File: config.mk
export PLATFORM = sky130hd
export DESIGN_NAME = ctw_front
export DESIGN_NICKNAME = d
export VERILOG_FILES = /design/src/hw/rtl/ctw_pkg.sv /design/src/hw/rtl/ctw_front.sv
export SDC_FILE = /design/constraint.sdc
export NUM_CORES = 1
export LEC_CHECK = 0
export BUFFER_PORTS_ARGS = -buffer_cell sky130_fd_sc_hd__buf_2
export CAP_MARGIN = 10
export CORE_ASPECT_RATIO = 0.7
export CORE_UTILIZATION = 40
export DETAILED_ROUTE_END_ITERATION = 10
export GPL_TIMING_DRIVEN = 0
export PLACE_DENSITY = 0.76
export SETUP_SLACK_MARGIN = 0.02
export SLEW_MARGIN = 20
export SYNTH_ARGS = -nofsm -noshare
export SYNTH_HDL_FRONTEND = slang
export SYNTH_SLANG_ARGS = --single-unit
File: constraint.sdc
create_clock -name clk -period 2.84 [get_ports clk]
set_input_delay 0.568 -clock clk [delete_from_list [all_inputs] [get_ports clk]]
set_output_delay 0.568 -clock clk [all_outputs]
set_load 0.02 [all_outputs]
File: src/hw/rtl/ctw_pkg.sv
`default_nettype none
package ctw_pkg;

  localparam int DEFAULT_COLS = 40;
  localparam int DEFAULT_ROWS = 24;
  localparam int QUEUE_DEPTH  = 4;
  localparam int QPTR_W       = $clog2(QUEUE_DEPTH);

  localparam logic [7:0] CODE_BS   = 8'h08;
  localparam logic [7:0] CODE_CR   = 8'h0d;
  localparam logic [7:0] CODE_LOW  = 8'h20;
  localparam logic [7:0] CODE_HIGH = 8'hfe;
  localparam logic [7:0] DIGIT_0   = 8'h30;
  localparam logic [7:0] DIGIT_A   = 8'h61;

  typedef enum logic [1:0] {
    CMD_PUT  = 2'd0,
    CMD_HEX  = 2'd1,
    CMD_READ = 2'd2
  } cmd_code_t;

  typedef enum logic [2:0] {
    OP_PRINT  = 3'd0,
    OP_BACK   = 3'd1,
    OP_ENTER  = 3'd2,
    OP_SKIP   = 3'd3,
    OP_READ   = 3'd4,
    OP_REPORT = 3'd5
  } op_kind_t;

  typedef struct packed {
    logic [1:0]  cmd;
    logic [31:0] payload;
    logic [4:0]  read_row;
    logic [5:0]  read_col;
  } command_t;

  typedef struct packed {
    logic [7:0] cell_char;
    logic [4:0] cursor_row;
    logic [5:0] cursor_col;
    logic       repaint;
  } result_t;

  typedef struct packed {
    op_kind_t   kind;
    logic [7:0] code;
    logic [4:0] row;
    logic [5:0] col;
    logic       last;
    logic       repaint;
  } op_t;

  typedef struct packed {
    logic full;
    logic valid;
  } queue_status_t;

  typedef struct packed {
    logic clearing;
  } back_status_t;

  function automatic logic [7:0] hex_char(input logic [3:0] nib);
    logic [7:0] n;
    n = {4'd0, nib};
    if (nib < 4'd10) return DIGIT_0 + n;
    else return DIGIT_A + n - 8'd10;
  endfunction

  function automatic op_kind_t classify(input logic [7:0] code);
    if (code >= CODE_LOW && code <= CODE_HIGH) return OP_PRINT;
    else if (code == CODE_BS) return OP_BACK;
    else if (code == CODE_CR) return OP_ENTER;
    else return OP_SKIP;
  endfunction

endpackage
`default_nettype wire

File: src/hw/rtl/ctw_front.sv
`default_nettype none
module ctw_front #(
  parameter int SCREEN_COLS = ctw_pkg::DEFAULT_COLS,
  parameter int SCREEN_ROWS = ctw_pkg::DEFAULT_ROWS
) (
  input  wire logic                   clk,
  input  wire logic                   rst,
  input  wire logic                   start,
  input  wire ctw_pkg::command_t      command,
  output logic                        busy,
  input  wire ctw_pkg::queue_status_t q_status,
  input  wire ctw_pkg::back_status_t  back_status,
  output logic                        push,
  output ctw_pkg::op_t                push_op
);
  import ctw_pkg::*;

  logic        hex_active;
  logic [31:0] hex_val;
  logic [2:0]  hex_cnt;
  logic        accept;
  logic        in_range;

  assign busy     = back_status.clearing || hex_active || q_status.full;
  assign accept   = start && !busy;
  assign in_range = (int'(command.read_row) < SCREEN_ROWS) &&
                    (int'(command.read_col) < SCREEN_COLS);

  always_comb begin
    push            = 1'b0;
    push_op.kind    = OP_REPORT;
    push_op.code    = command.payload[7:0];
    push_op.row     = command.read_row;
    push_op.col     = command.read_col;
    push_op.last    = 1'b1;
    push_op.repaint = 1'b0;
    if (hex_active) begin
      push            = !q_status.full;
      push_op.kind    = OP_PRINT;
      push_op.code    = hex_char(hex_val[31:28]);
      push_op.last    = (hex_cnt == 3'd7);
      push_op.repaint = 1'b1;
    end else if (accept) begin
      unique case (command.cmd)
        CMD_PUT: begin
          push            = 1'b1;
          push_op.kind    = classify(command.payload[7:0]);
          push_op.repaint = 1'b1;
        end
        CMD_HEX: begin
          push = 1'b0;
        end
        CMD_READ: begin
          push         = 1'b1;
          push_op.kind = in_range ? OP_READ : OP_REPORT;
        end
        default: begin
          push = 1'b1;
        end
      endcase
    end
  end

  always_ff @(posedge clk) begin
    if (rst) begin
      hex_active <= 1'b0;
      hex_cnt    <= '0;
    end else if (hex_active) begin
      if (!q_status.full) begin
        hex_val <= {hex_val[27:0], 4'd0};
        hex_cnt <= hex_cnt + 1'b1;
        if (hex_cnt == 3'd7) hex_active <= 1'b0;
      end
    end else if (accept && command.cmd == CMD_HEX) begin
      hex_active <= 1'b1;
      hex_val    <= command.payload;
      hex_cnt    <= '0;
    end
  end

endmodule
`default_nettype wire

==> results of run 1 <==
## where the power goes
| part | switching, W | internal (W) |
|---|---|---|
| registers | 0.00000192 | 0.000583 |
| logic | 0.0000766 | 0.0000772 |
| clock network | 0.000177 | 0.000171 |
## worst max-delay path, stage by stage
cell and delay, ns:
buf_2 0.12, nor4b_2 0.36, nand2_1 0.16, nor4_2 0.22, buf_2 0.21
## registers in the layout, indices dropped and copies added (netlist names)
register    cells
hex_cnt         3
hex_active      1
hex_val        32
## metrics by stage
stage	hold WS, ns	utilization	std cells	worst slack [ns]
4_1_cts	0.4872	0.5483	285	0.6554
5_1_grt	0.5289	0.5483	285	0.5592
6_report	0.4853	0.5483	285	0.6407
3_5_place_dp	0.4730	0.5303	277	0.5767
2_1_floorplan	0.4522	-	152	0.5710
3_3_place_gp	0.4712	0.5230	276	0.008828
## worst paths after layout
check / from / end / slack, ns / cells after the start
worst max register to register: hex_active / hex_val[23] / 0.78 / 5
worst max-delay path: back_status / push_op[22] / 0.64 / 5
worst min register to register: hex_cnt[2] / hex_cnt[2] / 0.49 / 2
worst min-delay path: hex_cnt[2] / hex_cnt[2] / 0.49 / 2
## metal layers
layer  share of wire  track usage  up-vias
met1            0.48       0.2329      691
met4          0.0078      0.05085        0
met3           0.060      0.04972        2
met5               0            0        -
li1                -            -      707
met2            0.46       0.2613       46
## cells by family after synthesis
logic type | after synthesis | share of synthesized area
simple gates | 39 | 0.1288
flops | 36 | 0.5441
mux | 26 | 0.1530
compound gates | 25 | 0.08045
buf+inv | 22 | 0.06933
fa+ha+maj | 3 | 0.01962
xor+xnor | 1 | 0.004579
## layout make-up
type / instances / area (µm²)
fill: 400 / 2012
sequential: 36 / 1041
multi-input combinational: 94 / 747.0
timing repair buffer: 70 / 372.9
buffer: 16 / 110.1
clock buffer: 7 / 76.32
tap: 55 / 68.82
inverter: 6 / 22.52
clock inverter: 1 / 3.754
## cell usage in the layout (no fill, tap or decap), types with 3 or more instances in the layout
master,count
buf_2,73
edfxtp_1,32
mux2_2,26
buf_4,12
nand2_1,8
o21ai_0,8
nor2b_1,6
a21oi_1,6
inv_1,5
clkbuf_8,5
nand3_1,4
dfxtp_1,4
nand2b_1,3
ha_1,3
==> results.json, run 1 <==
{
  "yosys_register_bits": 36,
  "max-cap-violations": 0,
  "finalHoldViolations": 0,
  "yosys.area.top_type_share": 0.5023,
  "initial_core_util": 0.4295,
  "grt_start_max_net_pins": 19,
  "power_density_mw_per_mm2": 444.6,
  "tritoncts": "done",
  "status": "finished clean",
  "vdd_ir_drop_max_uv": 297.8,
  "syn-num-nets": 206,
  "synthMostInstantiatedCell": "edfxtp_1",
  "period_minus_slack_ns": 2.199,
  "synthCells": 152,
  "critPathArrivalTime_ns": 1.63,
  "clock_latency_ns": 0.29,
  "cts.sinks": 36,
  "end_kind": "output port",
  "fin_tns_setup_ns": 0,
  "drt-initial-drc-count": 133,
  "hold_path.class": "reg -> reg",
  "h-tree-depth": 2,
  "grt_overflow": 0,
  "clkSlewWorstSetupHoldPaths_ns": 0.07,
  "synth_edf_count": 32,
  "place_area_mm2": 0.002362,
  "io_buffers": 69,
  "ys.flop_type": "edfxtp_1",
  "yosys.area.top_type": "edfxtp_1",
  "relSlewSlack": 0.6737,
  "syn_area_mm2": 0.001913,
  "grt_pass1_vias": 1360,
  "power.leakage_nw": 1.010,
  "path_max_fanout": 4,
  "area_growth_pct": 27.67,
  "antenna_found_initial": 0,
  "crit_required_ns": 2.27,
  "drt-total-wl_um": 3973,
  "antenna_cells": 0,
  "postSynth.asyncResetShare": 0,
  "num_io_pins": 77,
  "critPathKind": "in -> out",
  "cts_hold_buf": 0,
  "routedWlPerCell_um": 13.94,
  "vias_per_cell": 5.074,
  "synth_seq_area_share": 0.5441,
  "worst_pin_slew_ns": 0.4884,
  "ys_warn_count": 0,
  "fmax_mhz": 454.7,
  "avgSynthCellArea_um2": 12.59,
  "ant_nets": 0,
  "rsz0062_at_grt": "no",
  "slew_violations": 0,
  "numCtsBuffers": 5,
  "yosys.cell_types.count": 37,
  "crit_path_start_kind": "primary input",
  "setup_viol": 0,
  "coreArea_mm2": 0.004454,
  "nets": 283,
  "synthTopCellsByCount": "edfxtp_1, mux2_2, buf_4",
  "die_area_mm2": 0.005068,
  "cts_setup_buffers": 0,
  "grt_pass1_wl_um": 6382,
  "drc": 0,
  "total_power_w": 0.001086,
  "route.vias.total": 1446,
  "period_share": 0.7744,
  "gr-usage-all-layers": 0.1692,
  "gp_congestion": 0.8262,
  "clock_skew_ns": 0.01162,
  "cts_root_buf": "clkbuf_8",
  "clock_path_buffers": 2,
  "stdcell_area_mm2": 0.002442,
  "yosys-top-cells-area": "edfxtp_1, mux2_2, buf_4",
  "drive_above_1_share": 0.5304,
  "die_y_um": 59.86,
  "firstDrtPassIters": 6,
  "row_count": 20,
  "die_w_um": 84.66,
  "dp_hpwl_um": 3017,
  "ctsResizeCount": 0
}
(Power assumes the default switching activity.)
==> run 2: changes to the inputs <==
==> constraint.sdc (replaced) <==
create_clock -name clk -period 1.75 [get_ports clk]
set_input_delay 0.35 -clock clk [delete_from_list [all_inputs] [get_ports clk]]
set_output_delay 0.35 -clock clk [all_outputs]
set_load 0.02 [all_outputs]
==> run 2 against run 1 <==
  * The run now ends with DRC, setup timing left
  * Combinational power up 80%
  * Clock skew decreased by 0.0037 ns
  * Register-to-register slack worse by 0.61 ns
  * Sequential power increased by 62%
  * Flip-flop and latch count did not move
  * Critical path depth decreased by 1
  * Power rose by 72%
  * Critical path type is now reg -> out
==> results.json, run 2 (synthesis results as in run 1) <==
{
  "status": "finished, violations left",
  "violations": "DRC, setup timing",
  "drt-initial-drc-count": 94,
  "timing.rr.start": "hex_active",
  "p_seq_frac": 0.508,
  "slew_violations": 0,
  "cts_root_buf": "clkbuf_8",
  "path_max_fanout": 4,
  "pwr-share-comb": 0.148,
  "path_delay_family": "simple AND/OR/NAND/NOR gates",
  "fin_tns_setup_ns": -0.8686,
  "grt_overflow": 0,
  "ant_nets": 0,
  "period_minus_slack_ns": 1.906,
  "setup_slack_ns": -0.1564,
  "critPathMaxStageDelay_ns": 0.37,
  "hold-worst-slack_ns": 0.3382,
  "die_w_um": 84.66,
  "num_io_pins": 77,
  "end_kind": "output port",
  "drc": 4,
  "vias_per_cell": 5.275,
  "r2r_cells": 5,
  "critPathKind": "reg -> out",
  "rsz0062_at_grt": "yes",
  "path_cells": "nor4b_4 > nand2_2 > nor4_2 > buf_4",
  "largest_register": "hex_val",
  "h-tree-depth": 2,
  "area_growth_pct": 37.21,
  "firstDrtPassIters": 8,
  "antenna_found_initial": 0,
  "gp_congestion": 0.7937,
  "io_buffers": 69,
  "cts_hold_buf": 0,
  "power_density_mw_per_mm2": 713.0,
  "row_count": 20,
  "clock_latency_ns": 0.29,
  "dp_hpwl_um": 3260,
  "clkSlewWorstSetupHoldPaths_ns": 0.07,
  "power.leakage_nw": 1.084,
  "whs_path_depth": 2,
  "cp_slowest_cell": "nor4b_4",
  "swShare": 0.2281,
  "finalHoldViolations": 0,
  "final_common_cell": "buf_2",
  "period_share": 1.089,
  "fmax_mhz": 524.5,
  "p_int_w": 0.001445,
  "crit_path_start_kind": "flop",
  "gr-usage-all-layers": 0.1908,
  "numCtsBuffers": 5,
  "worst_pin_slew_ns": 0.3611,
  "routedWlPerCell_um": 15.60,
  "rrSetupSlack_ns": 0.17,
  "switching_power_w": 0.0004270,
  "grt_start_max_net_pins": 17,
  "critPathArrivalTime_ns": 1.56,
  "mostFrequentLayoutCells": "buf_2, edfxtp_1, mux2_2",
  "path_depth": 4,
  "r2r-end": "hex_val[1]",
  "cts.sinks": 36,
  "hp-start": "rst",
  "grt_pass1_wl_um": 7044,
  "drive_above_1_share": 0.6042,
  "drt-total-wl_um": 4601,
  "hold_path.class": "in -> reg",
  "setup_viol": 9,
  "die_area_mm2": 0.005068,
  "vdd_ir_drop_max_uv": 479.2,
  "route.vias.total": 1556,
  "final_core_util": 0.5893,
  "initial_core_util": 0.4295,
  "nets": 293,
  "critPathBufInv": 1,
  "crit_required_ns": 1.40,
  "tritoncts": "done",
  "clock_path_buffers": 2,
  "hold_end": "hex_active",
  "relSlewSlack": 0.7593,
  "power_frac_clock": 0.344,
  "coreArea_mm2": 0.004454,
  "largest_reg_flops": 32,
  "max-cap-violations": 0,
  "antenna_cells": 0,
  "clock_skew_ns": 0.007943,
  "grt_pass1_vias": 1523,
  "reg.largest.list": "hex_val (32), hex_cnt (3), hex_active (1)",
  "die_y_um": 59.86
}
[run 2: what timing repair did]
item | CTS | global route
gates cloned | 1 | 0
pin swaps | 7 | 5
setup buffers | 8 | 2
resized for setup | 21 | 7
endpoints found under the setup margin | 45 | 13
[run 2: worst register-to-register path: stages, from the launching register on]
cell,delay [ns]
dfxtp_2,0.38
buf_4,0.20
inv_2,0.10
a21oi_2,0.24
nor2b_4,0.21
buf_12,0.16
[run 2: area by class of cell]
class | instances | area [µm²]
fill | 377 | 1829
tap | 55 | 68.82
clock buffer | 8 | 100.1
inverter | 6 | 22.52
sequential | 36 | 1042
multi-input combinational | 95 | 813.3
timing repair buffer | 79 | 459.2
buffer | 16 | 118.9
[run 2: worst max path at each step]
stage | startpoint | endpoint | slack (ns)
after global placement | command[44] | hex_val[0] | -0.34
final | hex_active | push_op[22] | -0.16
after detailed placement | hex_active | hex_val[8] | -0.35
after global routing | hex_active | push_op[22] | -0.22
after CTS | hex_active | push_op[22] | -0.13
after floorplan | hex_active | hex_val[0] | 0.02
[run 2: power groups by stage]
stage / combinational (W) / sequential, W / clock, W
floorplan: 0.000144 / 0.000967 / 0
global placement: 0.000248 / 0.000968 / 0
detailed placement: 0.000253 / 0.000969 / 0
CTS: 0.000270 / 0.000950 / 0.000656
global route: 0.000297 / 0.000950 / 0.000693
finish: 0.000277 / 0.000950 / 0.000645
[run 2: per-stage QoR]
step	cell area (µm²)	instances	power (W)	setup slack [ns]
finish	2625	295	0.001872	-0.1564
global route	2625	295	0.001940	-0.2215
CTS	2582	293	0.001876	-0.1334
detailed placement	2338	276	0.001222	-0.3497
global placement	2338	276	0.001216	-0.3409
floorplan	1924	152	0.001111	0.02488
[run 2: layer usage]
| metal | wire length, µm | track usage |
|---|---|---|
| met2 | 2196 | 0.3298 |
| met4 | 100 | 0.06053 |
| met1 | 2031 | 0.2412 |
| met5 | 0 | 0 |
| met3 | 272 | 0.04696 |
==> run 3: changes to the inputs <==
--- a/config.mk
+++ b/config.mk
@@ -10,10 +10,10 @@
 export CORE_ASPECT_RATIO = 0.7
 export CORE_UTILIZATION = 40
 export DETAILED_ROUTE_END_ITERATION = 10
-export GPL_TIMING_DRIVEN = 0
 export PLACE_DENSITY = 0.76
 export SETUP_SLACK_MARGIN = 0.02
 export SLEW_MARGIN = 20
 export SYNTH_ARGS = -nofsm -noshare
 export SYNTH_HDL_FRONTEND = slang
 export SYNTH_SLANG_ARGS = --single-unit
+export TNS_END_PERCENT = 1
==> run 3 against run 2 <==
  * The flow still finishes with violations (DRC, setup timing)
  * Combinational power is 13% lower
  * Critical path depth is 2 higher
  * Final cell count is 7.5% lower
  * Wire length is 12% lower
  * Critical path type unchanged
  * Clock power hardly changed
  * Global-route usage is 1.7 points lower
  * Critical endpoint is now push_op[15]
  * Clock skew is 0.0022 ns lower
  * Register-to-register slack hardly changed
  * Count of clock-buffer cells in the layout stayed put
==> results.json, run 3 (synthesis results as in run 1) <==
{
  "status": "finished, violations left",
  "violations": "DRC, setup timing",
  "period_share": 1.055,
  "period_minus_slack_ns": 1.846,
  "final_common_cell": "buf_2",
  "die_area_mm2": 0.005068,
  "hold_path.class": "in -> reg",
  "worst_pin_slew_ns": 0.3902,
  "route.vias.total": 1382,
  "grt_overflow": 0,
  "dp_hpwl_um": 2751,
  "path_max_fanout": 3,
  "slew_violations": 0,
  "initial_core_util": 0.4295,
  "crit_required_ns": 1.40,
  "whs_path_depth": 2,
  "finalHoldViolations": 0,
  "firstDrtPassIters": 9,
  "grt_start_max_net_pins": 22,
  "num_io_pins": 77,
  "numCtsBuffers": 5,
  "antenna_cells": 0,
  "antenna_found_initial": 0,
  "setup_viol": 8,
  "cts_root_buf": "clkbuf_8",
  "drt-total-wl_um": 4069,
  "drive_above_1_share": 0.5642,
  "power_density_mw_per_mm2": 734.2,
  "max-cap-violations": 0,
  "tritoncts": "done",
  "drt-initial-drc-count": 70,
  "end_kind": "output port",
  "coreArea_mm2": 0.004454,
  "reg.largest.list": "hex_val (32), hex_cnt (3), hex_active (1)",
  "h-tree-depth": 2,
  "clock_path_buffers": 2,
  "routedWlPerCell_um": 14.90,
  "vdd_ir_drop_max_uv": 551.8,
  "total_power_w": 0.001835,
  "gr-usage-all-layers": 0.1738,
  "largest_reg_flops": 32,
  "r2r_cells": 6,
  "setup_slack_ns": -0.09592,
  "gp_congestion": 0.8502,
  "row_count": 20,
  "fmax_mhz": 541.7,
  "cts.sinks": 36,
  "clkSlewWorstSetupHoldPaths_ns": 0.07,
  "power.leakage_nw": 0.9964,
  "relSlewSlack": 0.7362,
  "grt_pass1_vias": 1304,
  "io_buffers": 63,
  "clock_latency_ns": 0.29,
  "ant_nets": 0,
  "grt_pass1_wl_um": 6527,
  "area_growth_pct": 30.61,
  "critPathKind": "reg -> out",
  "mostFrequentLayoutCells": "buf_2, edfxtp_1, mux2_2",
  "die_y_um": 59.86,
  "rsz0062_at_grt": "yes",
  "vias_per_cell": 5.062,
  "cts_hold_buf": 0,
  "largest_register": "hex_val",
  "drc": 4,
  "place_area_mm2": 0.002262,
  "clock_skew_ns": 0.005756,
  "nets": 271,
  "die_w_um": 84.66,
  "crit_path_start_kind": "flop",
  "stdcell_area_mm2": 0.002499,
  "critPathArrivalTime_ns": 1.50
}
## run 3: cell types whose count changed in the layout (fill, tap and decap cells not counted), moves of 3 or more
cell and delta:
nor2b_1 -3, buf_6 -4, buf_4 -13, nor2b_2 +3, buf_2 -7
## run 3: critical path, stage by stage, from the launching register on
cell and delay (ns):
edfxtp_1 0.44, inv_2 0.11, ha_4 0.14, and4b_1 0.19, a21oi_1 0.04, o21bai_1 0.13
buf_4 0.16
## run 3: cell type report
class	count	area, µm²
inverters	6	27.53
well taps	55	68.82
multi-input cells	94	789.5
fillers	408	1956
flip-flops and latches	36	1045
repair buffers	74	467.9
clock buffers	8	100.1
## run 3: power breakdown
part / total (W) / internal (W) / leakage, nW / switching (W)
combinational: 0.000240 / 0.000122 / 0.623 / 0.000118
clock: 0.000647 / 0.000359 / 0.0515 / 0.000287
sequential: 0.000948 / 0.000945 / 0.322 / 0.00000351
total: 0.00183 / 0.00143 / 0.996 / 0.000409
## run 3: timing repair
item	4_1_cts	5_1_grt
resized for setup	14	8
cloned	1	0
setup endpoints to repair	8	13
buffers inserted	5	0
pin swaps	5	0
## run 3: metrics by stage
step	setup slack, ns	hold slack [ns]	utilization	std cells	setup TNS [ns]
2_1_floorplan	0.02488	0.4191	-	152	0
4_1_cts	-0.09748	0.2961	0.5559	273	-0.2681
6_report	-0.09592	0.3021	0.5610	273	-0.4418
3_3_place_gp	-0.003711	0.4634	0.5079	259	-0.003711
3_5_place_dp	-0.04918	0.4840	0.5079	259	-0.04918
5_1_grt	-0.1875	0.3072	0.5610	273	-1.206
## run 3: path summary, 6_finish.rpt
check | from | to | slack, ns
worst max register to register | hex_active | hex_val[26] | 0.18
worst min register to register | hex_cnt[2] | hex_cnt[2] | 0.49
worst min-delay path | rst | hex_active | 0.30
worst max-delay path | hex_val[29] | push_op[15] | -0.1
## run 3: routing by layer
metal	wire (µm)	global-route usage	vias to the layer above
met1	1984	0.2471	651
met3	241	0.06077	4
met4	29	0.05085	0
met5	0	0	-
li1	-	-	690
met2	1813	0.2509	37
