==> src/hw/rtl/ctw_pkg.sv <==
`default_nettype none
package ctw_pkg;

  localparam int DEFAULT_COLS = 40;
  localparam int DEFAULT_ROWS = 24;
  localparam int QUEUE_DEPTH  = 4;
  localparam int QPTR_W       = $clog2(QUEUE_DEPTH);

  localparam logic [7:0] CODE_BS   = 8'h08;
  localparam logic [7:0] CODE_CR   = 8'h0d;
  localparam logic [7:0] CODE_LOW  = 8'h20;
  localparam logic [7:0] CODE_HIGH = 8'hfe;
  localparam logic [7:0] DIGIT_0   = 8'h30;
  localparam logic [7:0] DIGIT_A   = 8'h61;

  typedef enum logic [1:0] {
    CMD_PUT  = 2'd0,
    CMD_HEX  = 2'd1,
    CMD_READ = 2'd2
  } cmd_code_t;

  typedef enum logic [2:0] {
    OP_PRINT  = 3'd0,
    OP_BACK   = 3'd1,
    OP_ENTER  = 3'd2,
    OP_SKIP   = 3'd3,
    OP_READ   = 3'd4,
    OP_REPORT = 3'd5
  } op_kind_t;

  typedef struct packed {
    logic [1:0]  cmd;
    logic [31:0] payload;
    logic [4:0]  read_row;
    logic [5:0]  read_col;
  } command_t;

  typedef struct packed {
    logic [7:0] cell_char;
    logic [4:0] cursor_row;
    logic [5:0] cursor_col;
    logic       repaint;
  } result_t;

  typedef struct packed {
    op_kind_t   kind;
    logic [7:0] code;
    logic [4:0] row;
    logic [5:0] col;
    logic       last;
    logic       repaint;
  } op_t;

  typedef struct packed {
    logic full;
    logic valid;
  } queue_status_t;

  typedef struct packed {
    logic clearing;
  } back_status_t;

  function automatic logic [7:0] hex_char(input logic [3:0] nib);
    logic [7:0] n;
    n = {4'd0, nib};
    if (nib < 4'd10) return DIGIT_0 + n;
    else return DIGIT_A + n - 8'd10;
  endfunction

  function automatic op_kind_t classify(input logic [7:0] code);
    if (code >= CODE_LOW && code <= CODE_HIGH) return OP_PRINT;
    else if (code == CODE_BS) return OP_BACK;
    else if (code == CODE_CR) return OP_ENTER;
    else return OP_SKIP;
  endfunction

endpackage
`default_nettype wire

==> src/hw/rtl/ctw_queue.sv <==
`default_nettype none
module ctw_queue (
  input  wire logic                   clk,
  input  wire logic                   rst,
  input  wire logic                   push,
  input  wire ctw_pkg::op_t           push_op,
  input  wire logic                   pop,
  output ctw_pkg::op_t                head,
  output ctw_pkg::queue_status_t      status
);
  import ctw_pkg::*;

  op_t               mem [QUEUE_DEPTH];
  logic [QPTR_W-1:0] wp;
  logic [QPTR_W-1:0] rp;
  logic [QPTR_W:0]   count;
  logic              do_push;
  logic              do_pop;

  assign status.full  = (count == (QPTR_W+1)'(QUEUE_DEPTH));
  assign status.valid = (count != '0);
  assign head         = mem[rp];
  assign do_push      = push && !status.full;
  assign do_pop       = pop && status.valid;

  always_ff @(posedge clk) begin
    if (do_push) mem[wp] <= push_op;
  end

  always_ff @(posedge clk) begin
    if (rst) begin
      wp    <= '0;
      rp    <= '0;
      count <= '0;
    end else begin
      if (do_push) wp <= wp + 1'b1;
      if (do_pop) rp <= rp + 1'b1;
      if (do_push && !do_pop) count <= count + 1'b1;
      else if (!do_push && do_pop) count <= count - 1'b1;
    end
  end

endmodule
`default_nettype wire

==> config.mk <==
export PLATFORM = sky130hd
export DESIGN_NAME = ctw_queue
export DESIGN_NICKNAME = d
export VERILOG_FILES = /design/src/hw/rtl/ctw_pkg.sv /design/src/hw/rtl/ctw_queue.sv
export SDC_FILE = /design/constraint.sdc
export NUM_CORES = 1
export LEC_CHECK = 0
export ABC_AREA = 1
export BUFFER_PORTS_ARGS = -buffer_cell sky130_fd_sc_hd__buf_4
export CAP_MARGIN = 20
export CORE_UTILIZATION = 61
export DETAILED_ROUTE_END_ITERATION = 16
export PLACE_DENSITY = 0.84
export SETUP_SLACK_MARGIN = 0.2
export SLEW_MARGIN = 20
export SYNTH_ARGS = -nofsm -noshare
export SYNTH_HDL_FRONTEND = slang
export SYNTH_SLANG_ARGS = --single-unit
==> constraint.sdc <==
create_clock -name clk -period 3.1 [get_ports clk]
set_input_delay 0.62 -clock clk [delete_from_list [all_inputs] [get_ports clk]]
set_output_delay 0.62 -clock clk [all_outputs]
set_load 0.02 [all_outputs]
==> results.txt, run 1 <==
For this design the static power due to leakage is 1.750 nW. For this run, the leading register cell type out of synthesis is sky130_fd_sc_hd__edfxtp_1. Counting flops with a built-in enable in the synthesized netlist gives 96. Entering global routing, the biggest net connects 49 pins.

Before antenna repair, the detailed router went through 5 iterations. Measured along the x axis, the die boundary spans 85.13 um. By instance count, the leading cell after synthesis is sky130_fd_sc_hd__edfxtp_1.

The post-synthesis register bit count was 105; the global-route wire length before repair was 12.33 mm. In this run the count of I/O pins placed on the die edge is 54. Total via count after detailed routing: 2543. In this run the biggest area consumer among cell types represents 68.39% of the synthesized area. The run finished with clean final reports.

Max-cap violations in this run came to 0. The detailed-route vias per instance came out at 5.766. The logs give 0 for the antenna violation net count after detailed routing and 0 for the count of endpoints failing hold in the final timing report. Yosys attributes the largest share of cell area to sky130_fd_sc_hd__edfxtp_1 (68%), sky130_fd_sc_hd__o22ai_2 (5.9%), sky130_fd_sc_hd__o21ai_0 (5.3%). Fraction of final layout cells with drive strength greater than 1: 34.89%. Once placement finished, the instance area stood at 4691 um^2. The min-delay analysis places its worst path in the category primary input to flop. TritonCTS built the clock tree. The worst stage delay on the critical path was 0.56 ns; the effective utilization at floorplan was 64.90%.

The number of warnings reported in the yosys synthesis log is 0. Sequential cells were found to cover 72.66% of the synthesized design area. For the number of antenna violations at the first check in global routing, the log shows 0.

The later pin in the worst-skew pair is clocked with a latency of 0.36 ns. The netlist uses 22 different library cells. The largest fanout on the critical path works out to 42.

Static timing analysis puts the maximum clock frequency at 393.6 MHz. Power comes to 3.839 mW. The logs give 0 for the final setup violation count and 393 for the number of nets in the layout.

Clock-pin slew was measured on the worst setup and hold paths at 0.09 ns. The cell area that synthesis handed to floorplanning was 4215 um^2. The TritonCTS sink count is 105. The mean post-synth cell area was 14.00 um^2; the starting DRC count in detailed routing was 175.

The most frequent cell on the critical path is sky130_fd_sc_hd__buf_4. The worst setup path is of the flop to primary output kind. Among all stages on the critical path, the largest delay is contributed by sky130_fd_sc_hd__inv_2. The number of setup buffers added after CTS is 0. For the pin with the worst max-slew slack, the measured transition is 0.7733 ns. STA puts the critical path data arrival time at 1.92 ns.

Across the VDD grid, the largest voltage drop is 527.2 uV. The run gives 23.07% as the global-route usage over all layers. During placement, the flow inserted port buffers numbering 53. For the number of levels the H-tree was split into, the log shows 3.

After detailed routing, the number of remaining DRC violations is 0. The area growth from synthesis to layout was 15.32%; the area of all placed cells without fillers was 4861 um^2. STA classifies the critical path startpoint as a flop. The worst path uses 81.95% of the clock period. The relative slew slack was 48.37%; the clock period minus final worst setup slack was 2.540 ns. The tools report the element type at the critical path end as a primary output. In this run, post-CTS hold repair placed 0 buffers.

Traced cell by cell, the critical path runs through inv_2, buf_4, nor2_2, o22ai_2, buf_4. The cell count after synthesis came out at 301. The setup total negative slack is 0 ns, and the sum of overflow across all layers after global routing is 0.

For the maximum count of clock buffers along a single path, the log shows 2. The logs give 0.009468 ns for the maximum clock skew at final layout and 2628 for the via count of the first global-routing pass. The routed design has 7.774 mm of wire. Die area: 7247 um^2.

Counting instances in the post-synthesis netlist gives the leading cell types as sky130_fd_sc_hd__edfxtp_1 (96), sky130_fd_sc_hd__o21ai_0 (45), sky130_fd_sc_hd__nor2_1 (42). For the final RePlAce weighted congestion, the log shows 0.7683. Dividing total power by cell area gives a power density of 789.8 nW/um^2.

After filler insertion, the fill cell instance count of the layout stands at 400. Counting flops with an async set or reset pin after synthesis yields a share of 0%. Setup repair after global routing left no endpoint under its margin. The die is 85.13 um tall.

The final number of max-transition violations was 0; the average wire per standard cell was 17.63 um. For the number of non-filler instances in the completed layout, the log shows 441. The tools report the row count as 29. Clock root buffer: sky130_fd_sc_hd__clkbuf_8. The number of nets produced by synthesis is 335, and the total clock buffers created by CTS is 9. The total area inside the core boundary comes to 6495 um^2. Including well taps, the total number of placed cells is 425. Once detailed placement completed, the half-perimeter wirelength came to 4.801 mm.

The data required time of the critical path is 2.48 ns, and the count of instances resized after the clock tree is built is 0. Final antenna diode count: 0. The leading area contributor after synthesis is sky130_fd_sc_hd__edfxtp_1.
==> worst paths after layout <==
check,slack [ns],to,cells past startpoint,start
worst min register to register,0.52,rp[0],2,rp[0]
worst max-delay path,0.56,head[10],5,flop
worst max register to register,1.15,count[2],12,count[0]
worst min-delay path,0.45,rp[0],2,rst
==> metal layers <==
layer  vias to the layer above  track usage, %  wire length (um)
met3                        20           4.961               493
met2                        95           39.96              3930
met4                         0           13.25               210
met1                      1225           26.71              3139
met5                         -               0                 0
li1                       1203               -                 -
==> area by class of cell <==
type	instances	area, um^2	share of cell area (%)
tap	77	96.34	1.982
multi-input combinational	165	1008	20.75
clock inverter	6	42.54	0.8752
inverter	17	63.81	1.313
sequential	105	3064	63.04
clock buffer	10	127.6	2.625
timing repair buffer	61	457.9	9.421
==> power breakdown <==
part	switching (mW)	total, mW	internal, mW
Clock	0.451	0.747	0.295
Sequential	0.0623	1.79	1.72
Combinational	0.819	1.31	0.487
Total	1.33	3.84	2.51
==> kinds of logic (layout without fill, tap and decap cells) <==
kind of cell | Yosys count | after routing | share of synthesized area [%]
simple gates | 82 | 82 | 8.816
fa+ha+maj | 6 | 6 | 1.959
buf+inv | 31 | 94 | 3.651
xor+xnor | 1 | 1 | 0.2078
flops | 105 | 105 | 72.66
compound gates | 76 | 76 | 12.70
==> flip-flops by register name, summed over array words and instances (netlist names), named ones only <==
| signal | cells |
|---|---|
| count | 3 |
| wp | 2 |
| rp | 2 |
| mem | 96 |
==> worst max-delay path: cells and delay by family, from the launching register on <==
kind,cells,cell delay [ns]
flops,1,0.33
simple gates,1,0.05
compound gates,1,0.16
buf+inv,3,1.01
==> cell usage in the layout (no fill, tap or decap), types with 2 or more instances in the layout <==
| master | count |
|---|---|
| sky130_fd_sc_hd__edfxtp_1 | 96 |
| sky130_fd_sc_hd__buf_4 | 61 |
| sky130_fd_sc_hd__o21ai_0 | 45 |
| sky130_fd_sc_hd__nor2_1 | 38 |
| sky130_fd_sc_hd__nor2_2 | 24 |
| sky130_fd_sc_hd__o22ai_2 | 20 |
| sky130_fd_sc_hd__nand2_1 | 13 |
| sky130_fd_sc_hd__inv_1 | 13 |
| sky130_fd_sc_hd__clkbuf_8 | 9 |
| sky130_fd_sc_hd__dfxtp_1 | 8 |
| sky130_fd_sc_hd__ha_1 | 5 |
| sky130_fd_sc_hd__inv_2 | 4 |
| sky130_fd_sc_hd__o21ai_1 | 4 |
| sky130_fd_sc_hd__o22ai_1 | 4 |
| sky130_fd_sc_hd__nand3_1 | 4 |
| sky130_fd_sc_hd__a21oi_1 | 3 |
| sky130_fd_sc_hd__nand2_2 | 2 |
| sky130_fd_sc_hd__clkinv_2 | 2 |
| sky130_fd_sc_hd__inv_6 | 2 |
| sky130_fd_sc_hd__clkinvlp_4 | 2 |
==> through the flow <==
stage / hold slack (ns) / setup WS [ns] / utilization, %
3_3_place_gp: 0.4782 / 0.9722 / 72.22
6_report: 0.4532 / 0.5597 / 74.84
2_1_floorplan: 0.4587 / 0.9653 / -
3_5_place_dp: 0.4984 / 0.9046 / 72.22
5_1_grt: 0.4448 / 0.4393 / 74.84
4_1_cts: 0.4446 / 0.5137 / 74.84
No activity file was read; power rests on OpenSTA's default activity.
==> inputs of run 2 (changes only) <==
Settings changed: CORE_UTILIZATION 61 to 57, PLACE_DENSITY 0.84 to 0.8.
Clock period 3.1 ns to 2.5 ns, I/O delays scaled along.
==> results.txt, run 2 (synthesis results as in run 1) <==
The logs give 105 for the TritonCTS sink count and 0.7349 for the final RePlAce weighted congestion. The largest registers in the layout are mem (96), count (3). During I/O placement, the number of pins put on the boundary was 54. The largest fanout on the critical path is 48. Static timing analysis puts the maximum clock frequency at 460.1 MHz. For the antenna violation net count after detailed routing, the log shows 0.

TritonCTS built the clock tree. The run gives 75.18% as the relative slew slack. The width of the die is 88.00 um, and the clock period minus final worst setup slack is 2.173 ns. Setup repair after global routing left no endpoint under its margin.

For the worst setup path, the data arrival time is 1.67 ns. Count of maximum capacitance violations: 0. The number of input and output port buffers inserted is 53. For the final database, setup skew stands at 0.006567 ns. The uppermost layer routed is met4. The tools report the number of levels the H-tree was split into as 3. The area growth from synthesis to layout works out to 16.59%. The die covers 7743 um^2.

Power spread over the standard cell area amounts to 981.5 nW/um^2. In this run, the number of DRC markers left after iteration 0 of detailed routing was 113. Largest net degree at the start of global routing: 49. The clock root buffer is sky130_fd_sc_hd__clkbuf_8.

The number of antenna violations at the first check in global routing was 0. The global-route wire length before repair is 11.87 mm, and the count of placed standard cells including taps is 443. Overall power consumption after layout is estimated at 4.824 mW. After routing the design area is 4915 um^2. The leading cell type in the layout, fill and taps excluded is sky130_fd_sc_hd__edfxtp_1. The post-route clock period utilization is 86.94%, and the post-route met1 wirelength is 3.089 mm. In the final layout, the multi-input gates occupy 1008 um^2. The number of optimization iterations in the first detailed-route pass is 4.

The tools report the element type at the critical path start as a flop. At the later pin of the worst-skew pair, clock insertion delay measures 0.36 ns. For the final routed database, the setup TNS stands at 0 ns. Across the whole layout, storage elements account for 3065 um^2. The maximum count of clock buffers along a single path is 2. Utilization after layout: 70.39%. The repair_antennas step left the layout with diodes totalling 0.

The routed length on met3 is 436 um. The total via count after detailed routing came out at 2495. For the final setup violation count, the log shows 0. The routed design uses 3.903 mm of met2 wire. The number of setup buffers added after CTS is 0. For this design the static power due to leakage is 1.756 nW. Data required time of the critical path: 2.00 ns. In the final routed layout, each cell accounts on average for 16.41 um.

The global-route usage over all layers was 21.55%. The tools report the total cell area at the placement stage as 4720 um^2. The routed design has 7.517 mm of wire.

Clock tree synthesis inserted a total of 9 buffers. After filler insertion, the fill cell instance count of the layout stands at 491. The flow ran to the end, and the final reports show no timing, DRC or antenna violations. After floorplanning, the core was divided into 30 placement rows. After legalization and detailed placement, the total HPWL measured 4.672 mm. The class of the most critical hold timing path was primary input to flop. After clock tree synthesis, the clock-pin slew on the worst setup and hold paths is 0.09 ns. The kind of critical path is flop to primary output. Using the TritonRoute via totals, the vias-per-cell ratio works out to 5.448. The number of flip-flops under the largest register name is 96. In the layout the commonest cells are sky130_fd_sc_hd__edfxtp_1 (96), sky130_fd_sc_hd__buf_4 (58), sky130_fd_sc_hd__o21ai_0 (45). For this run the aggregate overflow at the end of global routing stands at 0.

The via count of the first global-routing pass is 2479. Once layout is complete, the cells apart from fillers number 458. The final number of max-transition violations is 0, and the count of endpoints failing hold in the final timing report is 0. The worst-case IR drop observed on VDD is 606.7 uV. For this configuration, the core starts out at a cell density of 60.38%. Largest register by flop count: mem. The core area came out at 6982 um^2. After the last flow step, the layout net total stands at 392. The worst-margin pin slew was 0.3723 ns; the overall die height was 88.00 um. For this run, design rule violations remaining after detail routing come to 0. The element type at the critical path end was a primary output. The fraction of final layout cells with drive strength greater than 1 is 34.81%.
run 2: routing by layer:
metal | up-vias | GRT usage [%]
met4 | 0 | 8.346
met3 | 8 | 6.409
met1 | 1219 | 25.60
li1 | 1197 | -
met2 | 71 | 37.07
met5 | - | 0
run 2: path summary, 6_finish.rpt:
kind | start | to | slack [ns] | cells after the start
max reg2reg | count[0] | count[2] | 0.62 | 13
max | flop | head[20] | 0.33 | 4
min | rst | count[0] | 0.33 | 2
min reg2reg | rp[0] | rp[0] | 0.51 | 2
run 2: through the flow:
| step | setup WS [ns] | hold slack, ns |
|---|---|---|
| floorplan | 0.4197 | 0.4587 |
| finish | 0.3265 | 0.3275 |
| CTS | 0.2427 | 0.3121 |
| detailed placement | 0.6268 | 0.4947 |
| global placement | 0.6830 | 0.4790 |
| global route | 0.2616 | 0.3052 |
run 2: worst max-delay path, stage by stage, from the launching register on:
cell and delay (ns):
sky130_fd_sc_hd__dfxtp_2 0.36, sky130_fd_sc_hd__buf_6 0.31, sky130_fd_sc_hd__o21ai_0 0.17, sky130_fd_sc_hd__o22ai_1 0.26, sky130_fd_sc_hd__buf_4 0.20
run 2: final cells by class:
type / instances / share of cell area (%)
Multi-Input combinational cell: 165 / 20.52
Clock inverter: 5 / 1.171
Timing Repair Buffer: 60 / 9.496
Clock buffer: 10 / 2.597
Tap cell: 96 / 2.444
Inverter: 17 / 1.400
Sequential cell: 105 / 62.37
run 2: report_power, final:
group          internal, mW  leakage, nW  switching (mW)
combinational         0.614        0.717            1.00
clock                 0.456       0.0844           0.534
sequential             2.14        0.955          0.0794
total                  3.21         1.76            1.62
run 2: repair_timing:
item | in CTS | in global routing
endpoints found under the setup margin | 0 | 7
gates resized for setup | 0 | 6
hold buffers | 0 | 0
==> inputs of run 3 (changes only) <==
Settings changed: ABC_AREA 1 to unset, CELL_PAD_IN_SITES_DETAIL_PLACEMENT set to 1, CELL_PAD_IN_SITES_GLOBAL_PLACEMENT set to 2, CORE_UTILIZATION 57 to 44.
==> results.txt, run 3 <==
The flow ran to the end, and the final reports show no timing, DRC or antenna violations. Entering global routing, the biggest net connects 25 pins. The maximum clock skew at final layout was 0.009226 ns; the number of synthesized flops with an enable pin was 96.

Among all stages on the critical path, the largest delay is contributed by sky130_fd_sc_hd__mux4_2. The overall die height works out to 97.10 um. The setup total negative slack is 0 ns. The cell family contributing the most delay on the critical path was multiplexers. For the count of endpoints failing hold in the final timing report, the log shows 0. The element type at the critical path start is a flop. For this block, the routed nets add up to 7.320 mm of wire.

The leading area contributor after synthesis is sky130_fd_sc_hd__edfxtp_1. For the worst setup path, the data arrival time is 1.67 ns. Max-cap violations in this run came to 0.

The tools report the mapped cell area as 3979 um^2. The tools report the final setup violation count as 0. The logs give 4 for the number of optimization iterations in the first detailed-route pass and 174 for the gate count after technology mapping.

The number of library cell types mapped by synthesis is 22, and the number of input and output port buffers inserted is 53. After clock tree synthesis, the clock-pin slew on the worst setup and hold paths is 0.10 ns. The number of flip-flops under the largest register name is 96, and the fmax is 461.5 MHz. The number of clock buffers added by TritonCTS is 9. In the routed layout, each cell is associated on average with a via count of 5.235. The floorplan step defined a die boundary enclosing 9427 um^2. The floorplan has 34 rows. For the worst-skew pair, the clock arrives at the later sink with an insertion delay of 0.36 ns. The library cell used most frequently in the layout, excluding fill and tap cells, is sky130_fd_sc_hd__edfxtp_1.

By area the synthesized netlist is led by sky130_fd_sc_hd__edfxtp_1 (72%), sky130_fd_sc_hd__mux4_2 (11%), sky130_fd_sc_hd__dfxtp_1 (4.5%). The core area was 8721 um^2. Counting both buffers and inverters, the worst setup path holds a total of 2.

After synthesis, the mean cell area works out to 22.87 um^2. The tools report the starting DRC count in detailed routing as 37. CTS placed an instance of sky130_fd_sc_hd__clkbuf_8 at the clock tree root. In this run, placement finished with an instance count of 336. Traced cell by cell, the critical path runs through clkbuf_16, mux4_2, buf_4.

By count the netlist is led by sky130_fd_sc_hd__edfxtp_1 (96), sky130_fd_sc_hd__mux4_2 (20), sky130_fd_sc_hd__dfxtp_1 (9). The run gives 2050 as the via count of the first global-routing pass. The area growth from synthesis to layout is 20.06%. The logs give 4.726 mm for the post-detailed-placement half-perimeter wirelength and 1869 for the total via count after detailed routing. Of the post-synthesis cell area, the dominant cell type holds 72.45%. The Yosys step of the flow raised 0 warnings. For the final routed DRC violation total, the log shows 0. The worst-margin pin slew was 0.4197 ns.

The effective utilization at floorplan was 45.62%; the worst ir drop on vdd was 428.1 uV. In this run the worst path has a maximum fanout of 8. Prevailing post-synth register cell: sky130_fd_sc_hd__edfxtp_1.

The relative slew slack came out at 72.02%. The longest clock path from root to sink contains 2 buffers. Once layout is complete, the cells apart from fillers number 357. The tools report the final number of max-transition violations as 0. The most numerous cell in the Yosys netlist is sky130_fd_sc_hd__edfxtp_1.

The post-synthesis register bit count was 105; the fraction of synthesis flops using an asynchronous set or reset pin was 0%. The number of nets in the layout is 278, and the area of all placed cells without fillers is 4777 um^2. STA classifies the critical path endpoint as a primary output.

For this run, the total global-route usage over all layers was measured as 16.46%. In this run the count of I/O pins placed on the die edge is 54. After layout, the design draws a total of 4.653 mW.

TritonCTS built the clock tree. Counting flops per register, the top entry is mem. The total leakage power is 1.659 nW, and the ratio of total power to cell area is 974.1 nW/um^2.

The tools report the worst setup timing slack at the placement stage as 0.3854 ns. The fraction of final layout cells with drive strength greater than 1 is 41.77%. The largest registers in the layout are mem (96), count (3).

The run gives 0 as the final antenna diode count. In the layout the commonest cells are sky130_fd_sc_hd__edfxtp_1 (96), sky130_fd_sc_hd__buf_4 (62), sky130_fd_sc_hd__mux4_2 (20). Dividing the detail-routed wire length by the instance count gives 20.50 um. The tools report the number of nets produced by synthesis as 208.

The congestion estimate from routability-driven global placement came to 0.6526. The sum of overflow across all layers after global routing is 0, and the TritonCTS sink count is 105. The worst stage delay on the critical path was 0.50 ns; the width of the die was 97.10 um.

For this design, the CTS-stage hold fixing added 0 buffers. Setup repair after global routing left no endpoint under its margin. The worst hold path belongs to the class primary input to flop. The number of antenna violations at the first check in global routing was 0; the number of levels the H-tree was split into was 3.

The worst setup path is of the flop to primary output kind. Across all register-to-register paths, the minimum setup slack is 0.40 ns. The antenna violation net count after detailed routing was 0; the global-route wire length before repair was 11.36 mm.

Data on the critical path is required at its endpoint by 2.00 ns. The tools report the total cell area at the placement stage as 4542 um^2. The clock period could shrink to 2.167 ns. For this run, the register share of the synthesized area comes to 76.98%.

The final worst slack came out at 0.3330 ns. Dividing the final minimum period by the clock period gives 86.68%.
==> run 3: cell types whose count changed in the layout (fill, tap and decap cells not counted), sizes merged, moves of 3 or more <==
cell | before | now
buf | 60 | 65
nand2 | 15 | 0
xor2 | 1 | 4
nand3 | 4 | 0
o22ai | 24 | 0
and2 | 0 | 4
nor2 | 62 | 6
o21ai | 49 | 2
clkinv | 1 | 4
or3 | 0 | 3
inv | 17 | 6
mux4 | 0 | 24
==> run 3: what timing repair did <==
item | in CTS | in global routing
endpoints found under the setup margin | 17 | 17
cloned | 0 | 1
resized for setup | 1 | 0
setup buffers | 0 | 4
==> run 3: power breakdown <==
group | leakage [nW] | total [mW] | internal, mW | switching (mW)
sequential | 0.954 | 2.23 | 2.12 | 0.111
combinational | 0.616 | 1.48 | 0.760 | 0.722
clock | 0.0892 | 0.942 | 0.371 | 0.571
==> run 3: cells by family (layout without fill, tap and decap cells) <==
family / count (synthesis) / count (layout) / synth area share, %
flops: 105 / 105 / 76.98
xor+xnor: 4 / 4 / 0.8804
mux: 26 / 26 / 14.47
compound gates: 6 / 6 / 1.038
fa+ha+maj: 6 / 6 / 2.075
buf+inv: 11 / 86 / 2.107
simple gates: 16 / 16 / 2.453
==> run 3: layer usage <==
layer	track usage [%]	vias up	wire length, um
li1	-	852	-
met2	27.09	47	3745
met5	0	-	0
met4	7.577	0	113
met3	3.309	10	298
met1	21.21	960	3163
==> run 3: layout make-up <==
class | count | area [um^2]
Clock buffer | 9 | 123.9
Inverter | 4 | 15.01
Clock inverter | 7 | 53.80
Tap cell | 108 | 135.1
Timing Repair Buffer | 66 | 550.5
Multi-Input combinational cell | 58 | 832.0
Sequential cell | 105 | 3067
Fill cell | 792 | 3944
==> run 3: final timing paths <==
check                                  from          to  cells past startpoint
worst max register to register     count[0]    count[2]                      8
worst max-delay path                   flop    head[22]                      3
worst min register to register        wp[1]       wp[1]                      2
worst min-delay path            push_op[16]  mem[1][16]                      1
==> run 3: stage by stage <==
| stage | util [%] | hold slack [ns] |
|---|---|---|
| 6_report | 54.78 | 0.3347 |
| 2_1_floorplan | - | 0.4818 |
| 3_3_place_gp | 52.08 | 0.4986 |
| 5_1_grt | 54.78 | 0.3217 |
| 4_1_cts | 54.15 | 0.3196 |
| 3_5_place_dp | 52.08 | 0.5198 |
